$ cat config.mk
export PLATFORM = sky130hd
export DESIGN_NAME = wheel_speed_to_rgb_color_top
export DESIGN_NICKNAME = d
export VERILOG_FILES = /design/src/design/wsrgb_pkg.sv /design/src/design/wsrgb_tick.sv /design/src/design/wsrgb_div.sv /design/src/design/wheel_speed_to_rgb_color_top.sv
export SDC_FILE = /design/constraint.sdc
export NUM_CORES = 1
export LEC_CHECK = 0
export ABC_AREA = 1
export BUFFER_PORTS_ARGS = -buffer_cell sky130_fd_sc_hd__buf_2
export CELL_PAD_IN_SITES_DETAIL_PLACEMENT = 1
export CELL_PAD_IN_SITES_GLOBAL_PLACEMENT = 1
export CORE_ASPECT_RATIO = 0.9
export CORE_MARGIN = 3
export CORE_UTILIZATION = 47
export CTS_CLUSTER_SIZE = 14
export DETAILED_ROUTE_END_ITERATION = 8
export PLACE_DENSITY_LB_ADDON = 0.08
export SLEW_MARGIN = 40
export SYNTH_ARGS = -nofsm -noshare
export SYNTH_HDL_FRONTEND = slang
export SYNTH_HIERARCHICAL = 1
export SYNTH_SLANG_ARGS = --single-unit
$ cat constraint.sdc
create_clock -name clk -period 6.9 [get_ports clk]
set_input_delay 0.69 -clock clk [delete_from_list [all_inputs] [get_ports clk]]
set_output_delay 0.69 -clock clk [all_outputs]
set_load 0.005 [all_outputs]
$ cat src/design/wsrgb_pkg.sv
// Shared widths, register indexes and the color mapping of the wheel speed block.
`timescale 1ns / 1ps
package wsrgb_pkg;

  localparam int DEB_W  = 8;
  localparam int TMO_W  = 16;
  localparam int NUM_W  = 24;
  localparam int UNCH_W = 16;
  localparam int ROT_W  = 17;
  localparam int COL_W  = 8;
  localparam int LVL_W  = 10;
  localparam int CFG_IDX_W = 2;
  localparam int CFG_DATA_W = NUM_W;

  localparam logic [CFG_IDX_W-1:0] REG_DEBOUNCE = 2'd0;
  localparam logic [CFG_IDX_W-1:0] REG_TIMEOUT  = 2'd1;
  localparam logic [CFG_IDX_W-1:0] REG_NUMER    = 2'd2;

  localparam logic [DEB_W-1:0] DEBOUNCE_RST = 8'd2;
  localparam logic [TMO_W-1:0] TIMEOUT_RST  = 16'd1000;
  localparam logic [NUM_W-1:0] NUMER_RST    = 24'd40355;

  localparam logic [LVL_W-1:0] BAND1 = 10'd255;
  localparam logic [LVL_W-1:0] BAND2 = 10'd510;
  localparam logic [LVL_W-1:0] BAND3 = 10'd765;

  localparam logic       CAUSE_EDGE    = 1'b0;
  localparam logic       CAUSE_TIMEOUT = 1'b1;

  // Result request from the tick logic to the divider control.
  typedef struct packed {
    logic             fire;
    logic             cause;
    logic             zero;
    logic [ROT_W-1:0] period;
  } wsrgb_evt_t;

  typedef struct packed {
    logic [COL_W-1:0] red;
    logic [COL_W-1:0] green;
    logic [COL_W-1:0] blue;
  } wsrgb_rgb_t;

  function automatic wsrgb_rgb_t wsrgb_map(input logic [NUM_W-1:0] level, input logic zero);
    wsrgb_rgb_t       c;
    logic [LVL_W-1:0] l;
    logic [LVL_W-1:0] t0;
    logic [LVL_W-1:0] t1;
    c  = '0;
    l  = level[LVL_W-1:0];
    t0 = '0;
    t1 = '0;
    if (zero || level == '0 || level[NUM_W-1:LVL_W] != '0 || l >= BAND3) begin
      c = '0;
    end else if (l < BAND1) begin
      c.green = l[COL_W-1:0];
    end else if (l < BAND2) begin
      t0 = BAND2 - l;
      t1 = l - BAND1;
      c.green = t0[COL_W-1:0];
      c.blue  = t1[COL_W-1:0];
    end else begin
      t0 = l - BAND2;
      t1 = BAND3 - l;
      c.red  = t0[COL_W-1:0];
      c.blue = t1[COL_W-1:0];
    end
    return c;
  endfunction

endpackage

$ cat src/design/wsrgb_tick.sv
// Per-tick debounce, rotation counter and result decision.
`timescale 1ns / 1ps
module wsrgb_tick import wsrgb_pkg::*; (
  input  logic             clk,
  input  logic             rst_n,
  input  logic             tick,
  input  logic             raw,
  input  logic [DEB_W-1:0] debounce_ms,
  input  logic [TMO_W-1:0] timeout_ms,
  output wsrgb_evt_t       evt
);

  logic              prev_r, prev_nxt;
  logic              stable_r, stable_nxt;
  logic [UNCH_W-1:0] unch_r, unch_nxt;
  logic [ROT_W-1:0]  rot_r, rot_nxt;
  logic [ROT_W-1:0]  rot_inc;
  logic              accept_lvl;
  logic              edge_fire;
  logic              tmo_fire;

  always_comb begin
    rot_inc = (rot_r == '1) ? rot_r : rot_r + ROT_W'(1);
    if (raw != prev_r) begin
      unch_nxt = '0;
    end else begin
      unch_nxt = (unch_r == '1) ? unch_r : unch_r + UNCH_W'(1);
    end
    accept_lvl = (unch_nxt > UNCH_W'(debounce_ms)) && (raw != stable_r);
    edge_fire  = accept_lvl && !raw;
    tmo_fire   = !edge_fire && (rot_inc > ROT_W'(timeout_ms));
    stable_nxt = accept_lvl ? raw : stable_r;
    prev_nxt   = raw;
    rot_nxt    = (edge_fire || tmo_fire) ? '0 : rot_inc;

    evt.fire   = tick && (edge_fire || tmo_fire);
    evt.cause  = edge_fire ? CAUSE_EDGE : CAUSE_TIMEOUT;
    evt.period = rot_inc;
    evt.zero   = (rot_inc == '0) || (rot_inc >= ROT_W'(timeout_ms));
  end

  always_ff @(posedge clk) begin
    if (!rst_n) begin
      prev_r   <= 1'b0;
      stable_r <= 1'b0;
      unch_r   <= '0;
      rot_r    <= '0;
    end else if (tick) begin
      prev_r   <= prev_nxt;
      stable_r <= stable_nxt;
      unch_r   <= unch_nxt;
      rot_r    <= rot_nxt;
    end
  end

endmodule

$ cat src/design/wsrgb_div.sv
// Bit-serial restoring divider: one quotient bit per cycle.
`timescale 1ns / 1ps
module wsrgb_div import wsrgb_pkg::*; (
  input  logic             clk,
  input  logic             rst_n,
  input  logic             start,
  input  logic [NUM_W-1:0] numer,
  input  logic [ROT_W-1:0] denom,
  output logic             last,
  output logic [NUM_W-1:0] quot
);

  localparam int CNT_W = $clog2(NUM_W);
  localparam logic [CNT_W-1:0] CNT_LAST = CNT_W'(NUM_W - 1);

  logic              busy_r, busy_nxt;
  logic [CNT_W-1:0]  cnt_r, cnt_nxt;
  logic [ROT_W:0]    rem_r, rem_nxt;
  logic [NUM_W-1:0]  shf_r, shf_nxt;
  logic [ROT_W-1:0]  dvs_r, dvs_nxt;
  logic [ROT_W:0]    rem_sh;
  logic              ge;

  always_comb begin
    busy_nxt = busy_r;
    cnt_nxt  = cnt_r;
    rem_nxt  = rem_r;
    shf_nxt  = shf_r;
    dvs_nxt  = dvs_r;
    // Numerator bits leave at the top of shf_r while quotient bits enter at the bottom.
    rem_sh   = {rem_r[ROT_W-1:0], shf_r[NUM_W-1]};
    ge       = rem_sh >= {1'b0, dvs_r};
    last     = busy_r && (cnt_r == CNT_LAST);
    if (start) begin
      busy_nxt = 1'b1;
      cnt_nxt  = '0;
      rem_nxt  = '0;
      shf_nxt  = numer;
      dvs_nxt  = denom;
    end else if (busy_r) begin
      rem_nxt = ge ? rem_sh - {1'b0, dvs_r} : rem_sh;
      shf_nxt = {shf_r[NUM_W-2:0], ge};
      cnt_nxt = cnt_r + CNT_W'(1);
      if (last) begin
        busy_nxt = 1'b0;
      end
    end
  end

  assign quot = shf_r;

  always_ff @(posedge clk) begin
    if (!rst_n) begin
      busy_r <= 1'b0;
      cnt_r  <= '0;
    end else begin
      busy_r <= busy_nxt;
      cnt_r  <= cnt_nxt;
    end
  end

  always_ff @(posedge clk) begin
    rem_r <= rem_nxt;
    shf_r <= shf_nxt;
    dvs_r <= dvs_nxt;
  end

endmodule

$ cat src/design/wheel_speed_to_rgb_color_top.sv
// Top level: configuration registers, sequencing of the divider and the output register.
//
//  channel | ports                                   | handshake
//  --------+-----------------------------------------+-------------------
//  input   | in_sensor_level                         | in_valid/in_ready
//  output  | out_red out_green out_blue out_cause    | out_valid/out_ready
//  config  | cfg_index cfg_wdata                     | cfg_we, no wait
//
// A tick that causes no result leaves the input ready for the next tick. A tick that
// causes a result stalls the input through acceptance, the bit-serial divider (one
// quotient bit per cycle) and the load state, which maps the level and loads the
// output register. While the output register still holds an untaken transaction, the
// finished result waits and the input stays stalled. Reset is synchronous.
`timescale 1ns / 1ps
module wheel_speed_to_rgb_color_top import wsrgb_pkg::*; (
  input  logic                  clk,
  input  logic                  rst_n,
  input  logic                  in_valid,
  output logic                  in_ready,
  input  logic                  in_sensor_level,
  output logic                  out_valid,
  input  logic                  out_ready,
  output logic [COL_W-1:0]      out_red,
  output logic [COL_W-1:0]      out_green,
  output logic [COL_W-1:0]      out_blue,
  output logic                  out_cause,
  input  logic                  cfg_we,
  input  logic [CFG_IDX_W-1:0]  cfg_index,
  input  logic [CFG_DATA_W-1:0] cfg_wdata
);

  localparam logic [1:0] ST_IDLE = 2'd0;
  localparam logic [1:0] ST_DIV  = 2'd1;
  localparam logic [1:0] ST_LOAD = 2'd2;

  logic [1:0]       state_r, state_nxt;
  logic [DEB_W-1:0] deb_r;
  logic [TMO_W-1:0] tmo_r;
  logic [NUM_W-1:0] numer_r;
  logic             cause_r;
  logic             zero_r;
  logic             out_valid_r;
  logic             out_free;
  wsrgb_rgb_t       col_r;
  wsrgb_rgb_t       col;
  wsrgb_evt_t       evt;
  logic             tick;
  logic             div_last;
  logic [NUM_W-1:0] quot;

  assign in_ready = (state_r == ST_IDLE);
  assign tick     = in_valid && in_ready;
  assign out_free = !out_valid_r || out_ready;

  wsrgb_tick u_tick (
    .clk         (clk),
    .rst_n       (rst_n),
    .tick        (tick),
    .raw         (in_sensor_level),
    .debounce_ms (deb_r),
    .timeout_ms  (tmo_r),
    .evt         (evt)
  );

  wsrgb_div u_div (
    .clk   (clk),
    .rst_n (rst_n),
    .start (evt.fire),
    .numer (numer_r),
    .denom (evt.period),
    .last  (div_last),
    .quot  (quot)
  );

  assign col = wsrgb_map(quot, zero_r);

  always_comb begin
    state_nxt = state_r;
    case (state_r)
      ST_IDLE: begin
        if (evt.fire) begin
          state_nxt = ST_DIV;
        end
      end
      ST_DIV: begin
        if (div_last) begin
          state_nxt = ST_LOAD;
        end
      end
      ST_LOAD: begin
        if (out_free) begin
          state_nxt = ST_IDLE;
        end
      end
      default: state_nxt = ST_IDLE;
    endcase
  end

  always_ff @(posedge clk) begin
    if (!rst_n) begin
      state_r     <= ST_IDLE;
      out_valid_r <= 1'b0;
      deb_r       <= DEBOUNCE_RST;
      tmo_r       <= TIMEOUT_RST;
      numer_r     <= NUMER_RST;
    end else begin
      state_r <= state_nxt;
      if (state_r == ST_LOAD && out_free) begin
        out_valid_r <= 1'b1;
      end else if (out_ready) begin
        out_valid_r <= 1'b0;
      end
      if (cfg_we) begin
        case (cfg_index)
          REG_DEBOUNCE: deb_r   <= cfg_wdata[DEB_W-1:0];
          REG_TIMEOUT:  tmo_r   <= cfg_wdata[TMO_W-1:0];
          REG_NUMER:    numer_r <= cfg_wdata[NUM_W-1:0];
          default: ;
        endcase
      end
    end
  end

  // Payload: capture the request flags at the tick, the colors at load.
  always_ff @(posedge clk) begin
    if (evt.fire) begin
      cause_r <= evt.cause;
      zero_r  <= evt.zero;
    end
    if (state_r == ST_LOAD && out_free) begin
      col_r     <= col;
      out_cause <= cause_r;
    end
  end

  assign out_valid = out_valid_r;
  assign out_red   = col_r.red;
  assign out_green = col_r.green;
  assign out_blue  = col_r.blue;

endmodule
==> metrics.csv, run 1 <==
metric;value;unit
drt_first_pass_iters;4;
clk_pin_slew;0.07;ns
grt_max_degree;68;
tns;0;ns
place_area;10800;um^2
maxCapViolCount;0;
period_share;75.9;%
overflow;0;
clock_path_buffers;2;
max_slew_margin;45.6;%
root_buffer;clkbuf_16;
worstMarginPinSlew;0.815;ns
min_period;5.24;ns
wire_per_inst;16.6;um
post_cts_resized;0;
grt_pass1_wl;48200;um
rsz0062_at_grt;false;
syn_area;10300;um^2
die-area;23700;um^2
die-height;146;um
antenna_found_initial;0;
first_global_vias;9399;
required;7.07;ns
chipWidth;162;um
ctsHoldBuffers;0;
pre_cts_slack;1.83;ns
ir_drop;157;uV
p_leak;5.35;nW
avgSynthCellArea;7.34;um^2
clk_latency;0.43;ns
place.port_buffers;58;
drt_iter0_drc;491;
viasPerCell;5.26;
critPathMaxFanout;55;
synth_flop_cell;dfxtp_1;
timing.hold.ws;0.456;ns
io_pins;59;
cp-start-kind;register;
cts_tree;built;
cts_buffers;17;
arrival;5.41;ns
cts_setup_buffers;0;
synth_cell_types;51;
synth_edf_count;68;
track_usage;25.0;%
design_area;11400;um^2
hold_path_class;register to register;
finalWirelength;29100;um
endpoint_kind;register;
n_antenna_cell;0;
finClkSkew;0.0117;ns
cts.sinks;177;
synthCells;1404;
core;21100;um^2
start_util;48.7;%
drc;0;
syn-num-nets;1486;
setup_viol;0;
globalplace.congestion;0.859;
layout_setup_ws;1.66;ns
slew_viol_final;0;
post-dp-hpwl;21300;um
rows;50;
synth.yosys.seq_area_share;41.0;%
fmax;191;MHz
status;finished, final reports clean;
h-tree-depth;4;
antenna_left;0;
yosys_warnings;6;
synth-seq-cells;177;
nNetsFinal;1534;
vias;9212;
drive_gt1_share;11.9;%
area_growth;10.9;%
hold_viol;0;
critPathKind;register to register;
synth-async-reset-ratio;0;%
cellPowerDensity;268;nW/um^2
registers in the layout, summed over array words and instances, names as in the netlist:
name             count
out_blue             8
u_tick/stable_r      1
state_r              2
zero_r               1
u_div/rem_r         17
out_green            8
u_tick/unch_r       16
u_tick/prev_r        1
u_div/cnt_r          5
deb_r                8
cause_r              1
out_cause            1
out_valid            1
u_div/dvs_r         17
u_tick/rot_r        17
numer_r             24
u_div/busy_r         1
tmo_r               16
out_red              8
u_div/quot          24
kinds of logic after synthesis:
group	after synthesis	synth area share [%]
AOI/OAI and AO/OA	161	8.55
xor gates and xnor gates	32	2.79
adders and majority gates	50	6.15
buffers and inverters	213	8.39
DFF	177	41.0
and+or+nand+nor	771	33.1
placed cells by master, fill, tap and decap left out, types with 3 or more instances in the layout:
cell | Yosys | final
a211oi_1 | 5 | 5
a21oi_1 | 63 | 63
a31oi_1 | 4 | 4
buf_2 | 4 | 58
buf_4 | 2 | 8
clkbuf_16 | 0 | 18
clkinv_1 | 3 | 3
clkinv_8 | 0 | 4
dfxtp_1 | 109 | 109
edfxtp_1 | 68 | 68
ha_1 | 49 | 49
inv_1 | 166 | 165
inv_2 | 7 | 8
inv_8 | 0 | 5
nand2_1 | 355 | 355
nand2_2 | 21 | 21
nand2_4 | 3 | 3
nand3_1 | 108 | 108
nand3_2 | 5 | 5
nand3b_1 | 10 | 10
nand4_1 | 15 | 15
nor2_1 | 201 | 200
nor2_2 | 16 | 17
nor2_4 | 7 | 7
nor3_1 | 17 | 16
o211ai_1 | 4 | 4
o21a_1 | 3 | 3
o21ai_0 | 71 | 71
o21bai_1 | 3 | 3
or2_2 | 4 | 4
xnor2_1 | 14 | 14
xor2_1 | 17 | 17
layer usage:
layer	wire, um	global-route usage (%)
met1	13600	33.2
met4	335	5.03
met2	14200	43.8
met5	0	0
met3	944	3.26
cells in the mapped netlist (10+ instances only):
master	instances	area, um^2
nand2_1	355	1330
nor2_1	201	754
inv_1	166	623
dfxtp_1	109	2180
nand3_1	108	541
o21ai_0	71	355
edfxtp_1	68	2040
a21oi_1	63	315
ha_1	49	613
clkbuf_1	24	90.1
nand2_2	21	131
nor3_1	17	85.1
xor2_1	17	149
nor2_2	16	100
nand4_1	15	93.8
xnor2_1	14	123
nand3b_1	10	75.1
area by class of cell:
type	instances	area (um^2)
Clock inverter	14	160
Clock buffer	18	450
Multi-Input combinational cell	1014	5220
Inverter	176	661
Sequential cell	177	4220
Timing Repair Buffer	66	350
Fill cell	2767	9720
Tap cell	286	358
final timing paths:
path                        start             to  slack (ns)  cells after the start
hold / removal         state_r[1]     state_r[0]        0.46                      1
setup / recovery  u_tick/rot_r[0]  u_div/quot[2]        1.66                     20
hold reg to reg        state_r[1]     state_r[0]        0.46                      1
setup reg to reg  u_tick/rot_r[0]  u_div/quot[2]        1.66                     20
power breakdown:
part           switching, W  internal, W  total (W)
Sequential        0.0000961      0.00120    0.00130
Clock              0.000474     0.000510   0.000984
Combinational      0.000525     0.000262   0.000787
critical path: stages (launching register included):
cell      delay, ns
dfxtp_1        0.37
ha_1           0.27
nand3_1        0.17
inv_1          0.09
nand4_1        0.10
inv_1          0.06
nand2_1        0.51
nand2_1        0.24
ha_1           0.36
nand2_1        0.05
inv_1          0.06
nand4_1        0.12
nor2_1         0.18
nand3_1        0.10
nand3_1        0.12
nand2_2        0.15
a21oi_4        0.19
buf_4          0.58
clkinv_1       0.81
nand2_1        0.29
nand2_1        0.09
per-stage QoR:
step,utilization (%),total power (W),cells
5_1_grt,54.0,0.00325,1751
2_1_floorplan,-,0.00187,1404
3_3_place_gp,51.1,0.00206,1719
4_1_cts,54.0,0.00309,1751
6_report,54.0,0.00307,1751
3_5_place_dp,51.1,0.00209,1719
Power figures use the tool's default switching activity.
==> run 2: changes to the inputs <==
Settings changed: CORE_UTILIZATION 47 to 46.
Clock period 6.9 ns to 5 ns, I/O delays scaled along.
==> metrics.csv, run 2 (same netlist as run 1, synthesis figures left out) <==
metric;value;unit;change
status;finished, final reports clean;;
tns;0;ns;unchanged
h-tree-depth;4;;unchanged
chipWidth;164;um;+1.0%
worstMarginPinSlew;0.787;ns;-0.0286 ns
drive_gt1_share;12.1;%;+0.25 points
cellPowerDensity;371;nW/um^2;+38%
clock_path_buffers;2;;unchanged
layout_commonest_cell;nand2_1;;
cpPeakStageDelay;0.49;ns;-0.32 ns
setup_viol;0;;unchanged
start_util;47.2;%;-1.5 points
nNetsFinal;1537;;+0.20%
max_slew_margin;47.5;%;+1.9 points
rsz0062_at_grt;false;;
place_area;10800;um^2;+0.29%
rows;51;;+2.0%
min_period;4.33;ns;-0.908 ns
io_pins;59;;unchanged
viasPerCell;5.26;;about the same
vias;9260;;+0.52%
ir_drop;229;uV;+46%
clk_latency;0.44;ns;about the same
root_buffer;clkbuf_16;;
grt_pass1_wl;48500;um;+0.59%
critPathKind;register to register;;
slew_viol_final;0;;unchanged
track_usage;24.8;%;-0.15 points
fillers;2849;;+3.0%
drt_iter0_drc;426;;-13%
finish.utilization;52.6;%;-1.5 points
timing.hold.ws;0.277;ns;-0.179 ns
cts_tree;built;;
fmax;231;MHz;+21%
drt_first_pass_iters;5;;+1
cp-start-kind;register;;
grt_max_degree;67;;-1.5%
antenna_found_initial;0;;unchanged
clk_pin_slew;0.08;ns;about the same
antenna_left;0;;unchanged
globalplace.congestion;0.880;;+2.5%
arrival;4.48;ns;-0.93 ns
required;5.16;ns;-1.91 ns
place.port_buffers;58;;unchanged
cts.sinks;177;;unchanged
cp_slowest_cell;buf_4;;
overflow;0;;unchanged
hold_viol;0;;unchanged
period_share;86.6;%;+11 points
drc;0;;unchanged
cts_buffers;17;;unchanged
n_antenna_cell;0;;unchanged
final_cell_mix;354 x nand2_1, 199 x nor2_1, 165 x inv_1;;
design_area;11500;um^2;+0.38%
hold_path_class;primary input to register;;
die-area;24200;um^2;+2.1%
crit_chain;ha_1 -> nand3_1 -> inv_1 -> nand4_1 -> inv_1 -> nand2_2 -> nand2_1 -> ha_1 -> nand2_1 -> inv_1 -> nand4_1 -> nor2_1 -> nand3_1 -> nand3_1 -> nand2_2 -> a21oi_4 -> buf_4 -> clkinv_1 -> buf_4 -> nor2_1 -> a31oi_1;;
die-height;148;um;+1.0%
p_leak;5.36;nW;+0.21%
critPathMaxFanout;45;;-18%
post-dp-hpwl;21500;um;+0.89%
wire_per_inst;16.5;um;-0.60%
area_growth;11.3;%;
first_global_vias;9422;;+0.24%
endpoint_kind;register;;
finalWirelength;29100;um;-0.14%
core;21800;um^2;+3.2%
maxCapViolCount;0;;unchanged
finClkSkew;0.0184;ns;+0.00667 ns
[run 2: cell types whose count changed in the layout (fill, tap and decap cells not counted), sizes merged]
cell / before / now
clkinvlp: 0 / 2
clkinv: 9 / 11
buf: 66 / 69
inv: 181 / 177
[run 2: metrics by stage]
| stage | instances | total power, W | worst slack [ns] |
|---|---|---|---|
| global route | 1759 | 0.00450 | 0.218 |
| floorplan | 1404 | 0.00259 | 0.678 |
| finish | 1759 | 0.00425 | 0.671 |
| detailed placement | 1727 | 0.00289 | 0.481 |
| CTS | 1759 | 0.00428 | 0.434 |
| global placement | 1727 | 0.00285 | 0.632 |
[run 2: what timing repair did]
item | in CTS | in global routing
setup endpoints to repair | 0 | 8
setup buffers | 0 | 0
resized for setup | 0 | 1
hold buffers | 0 | 0
[run 2: final timing paths]
check / start / cells after the start / slack (ns) / endpoint
min reg2reg: numer_r[5] / 2 / 0.47 / numer_r[5]
min: cfg_wdata[19] / 3 / 0.28 / numer_r[19]
max reg2reg: u_tick/rot_r[0] / 21 / 0.67 / u_div/quot[0]
max: u_tick/rot_r[0] / 21 / 0.67 / u_div/quot[0]
[run 2: critical path, delay by kind of cell, from the launching register on]
family / cells / cell delay [ns]
adders and majority gates: 2 / 0.58
buffers and inverters: 6 / 1.13
and+or+nand+nor: 11 / 1.67
AOI/OAI and AO/OA: 2 / 0.28
DFF: 1 / 0.36
[run 2: where the power goes]
part | internal [W] | leakage [nW] | switching [W]
combinational | 0.000366 | 3.53 | 0.000723
sequential | 0.00166 | 1.54 | 0.000133
clock | 0.000704 | 0.295 | 0.000672
total | 0.00273 | 5.36 | 0.00153
[run 2: layer usage]
| layer | GRT usage, % | share of wire [%] | vias to the layer above |
|---|---|---|---|
| met3 | 3.22 | 3.0 | 44 |
| met2 | 41.0 | 46 | 152 |
| met1 | 34.1 | 49 | 4441 |
| met5 | 0 | 0 | - |
| li1 | - | - | 4623 |
| met4 | 7.32 | 2.0 | 0 |
[run 2: layout make-up]
| type | instances | area (um^2) | share of cell area (%) |
|---|---|---|---|
| Sequential cell | 177 | 4220 | 36.8 |
| Clock buffer | 18 | 450 | 3.93 |
| Inverter | 176 | 661 | 5.76 |
| Timing Repair Buffer | 69 | 373 | 3.25 |
| Tap cell | 291 | 364 | 3.17 |
| Multi-Input combinational cell | 1014 | 5230 | 45.6 |
| Clock inverter | 14 | 170 | 1.48 |
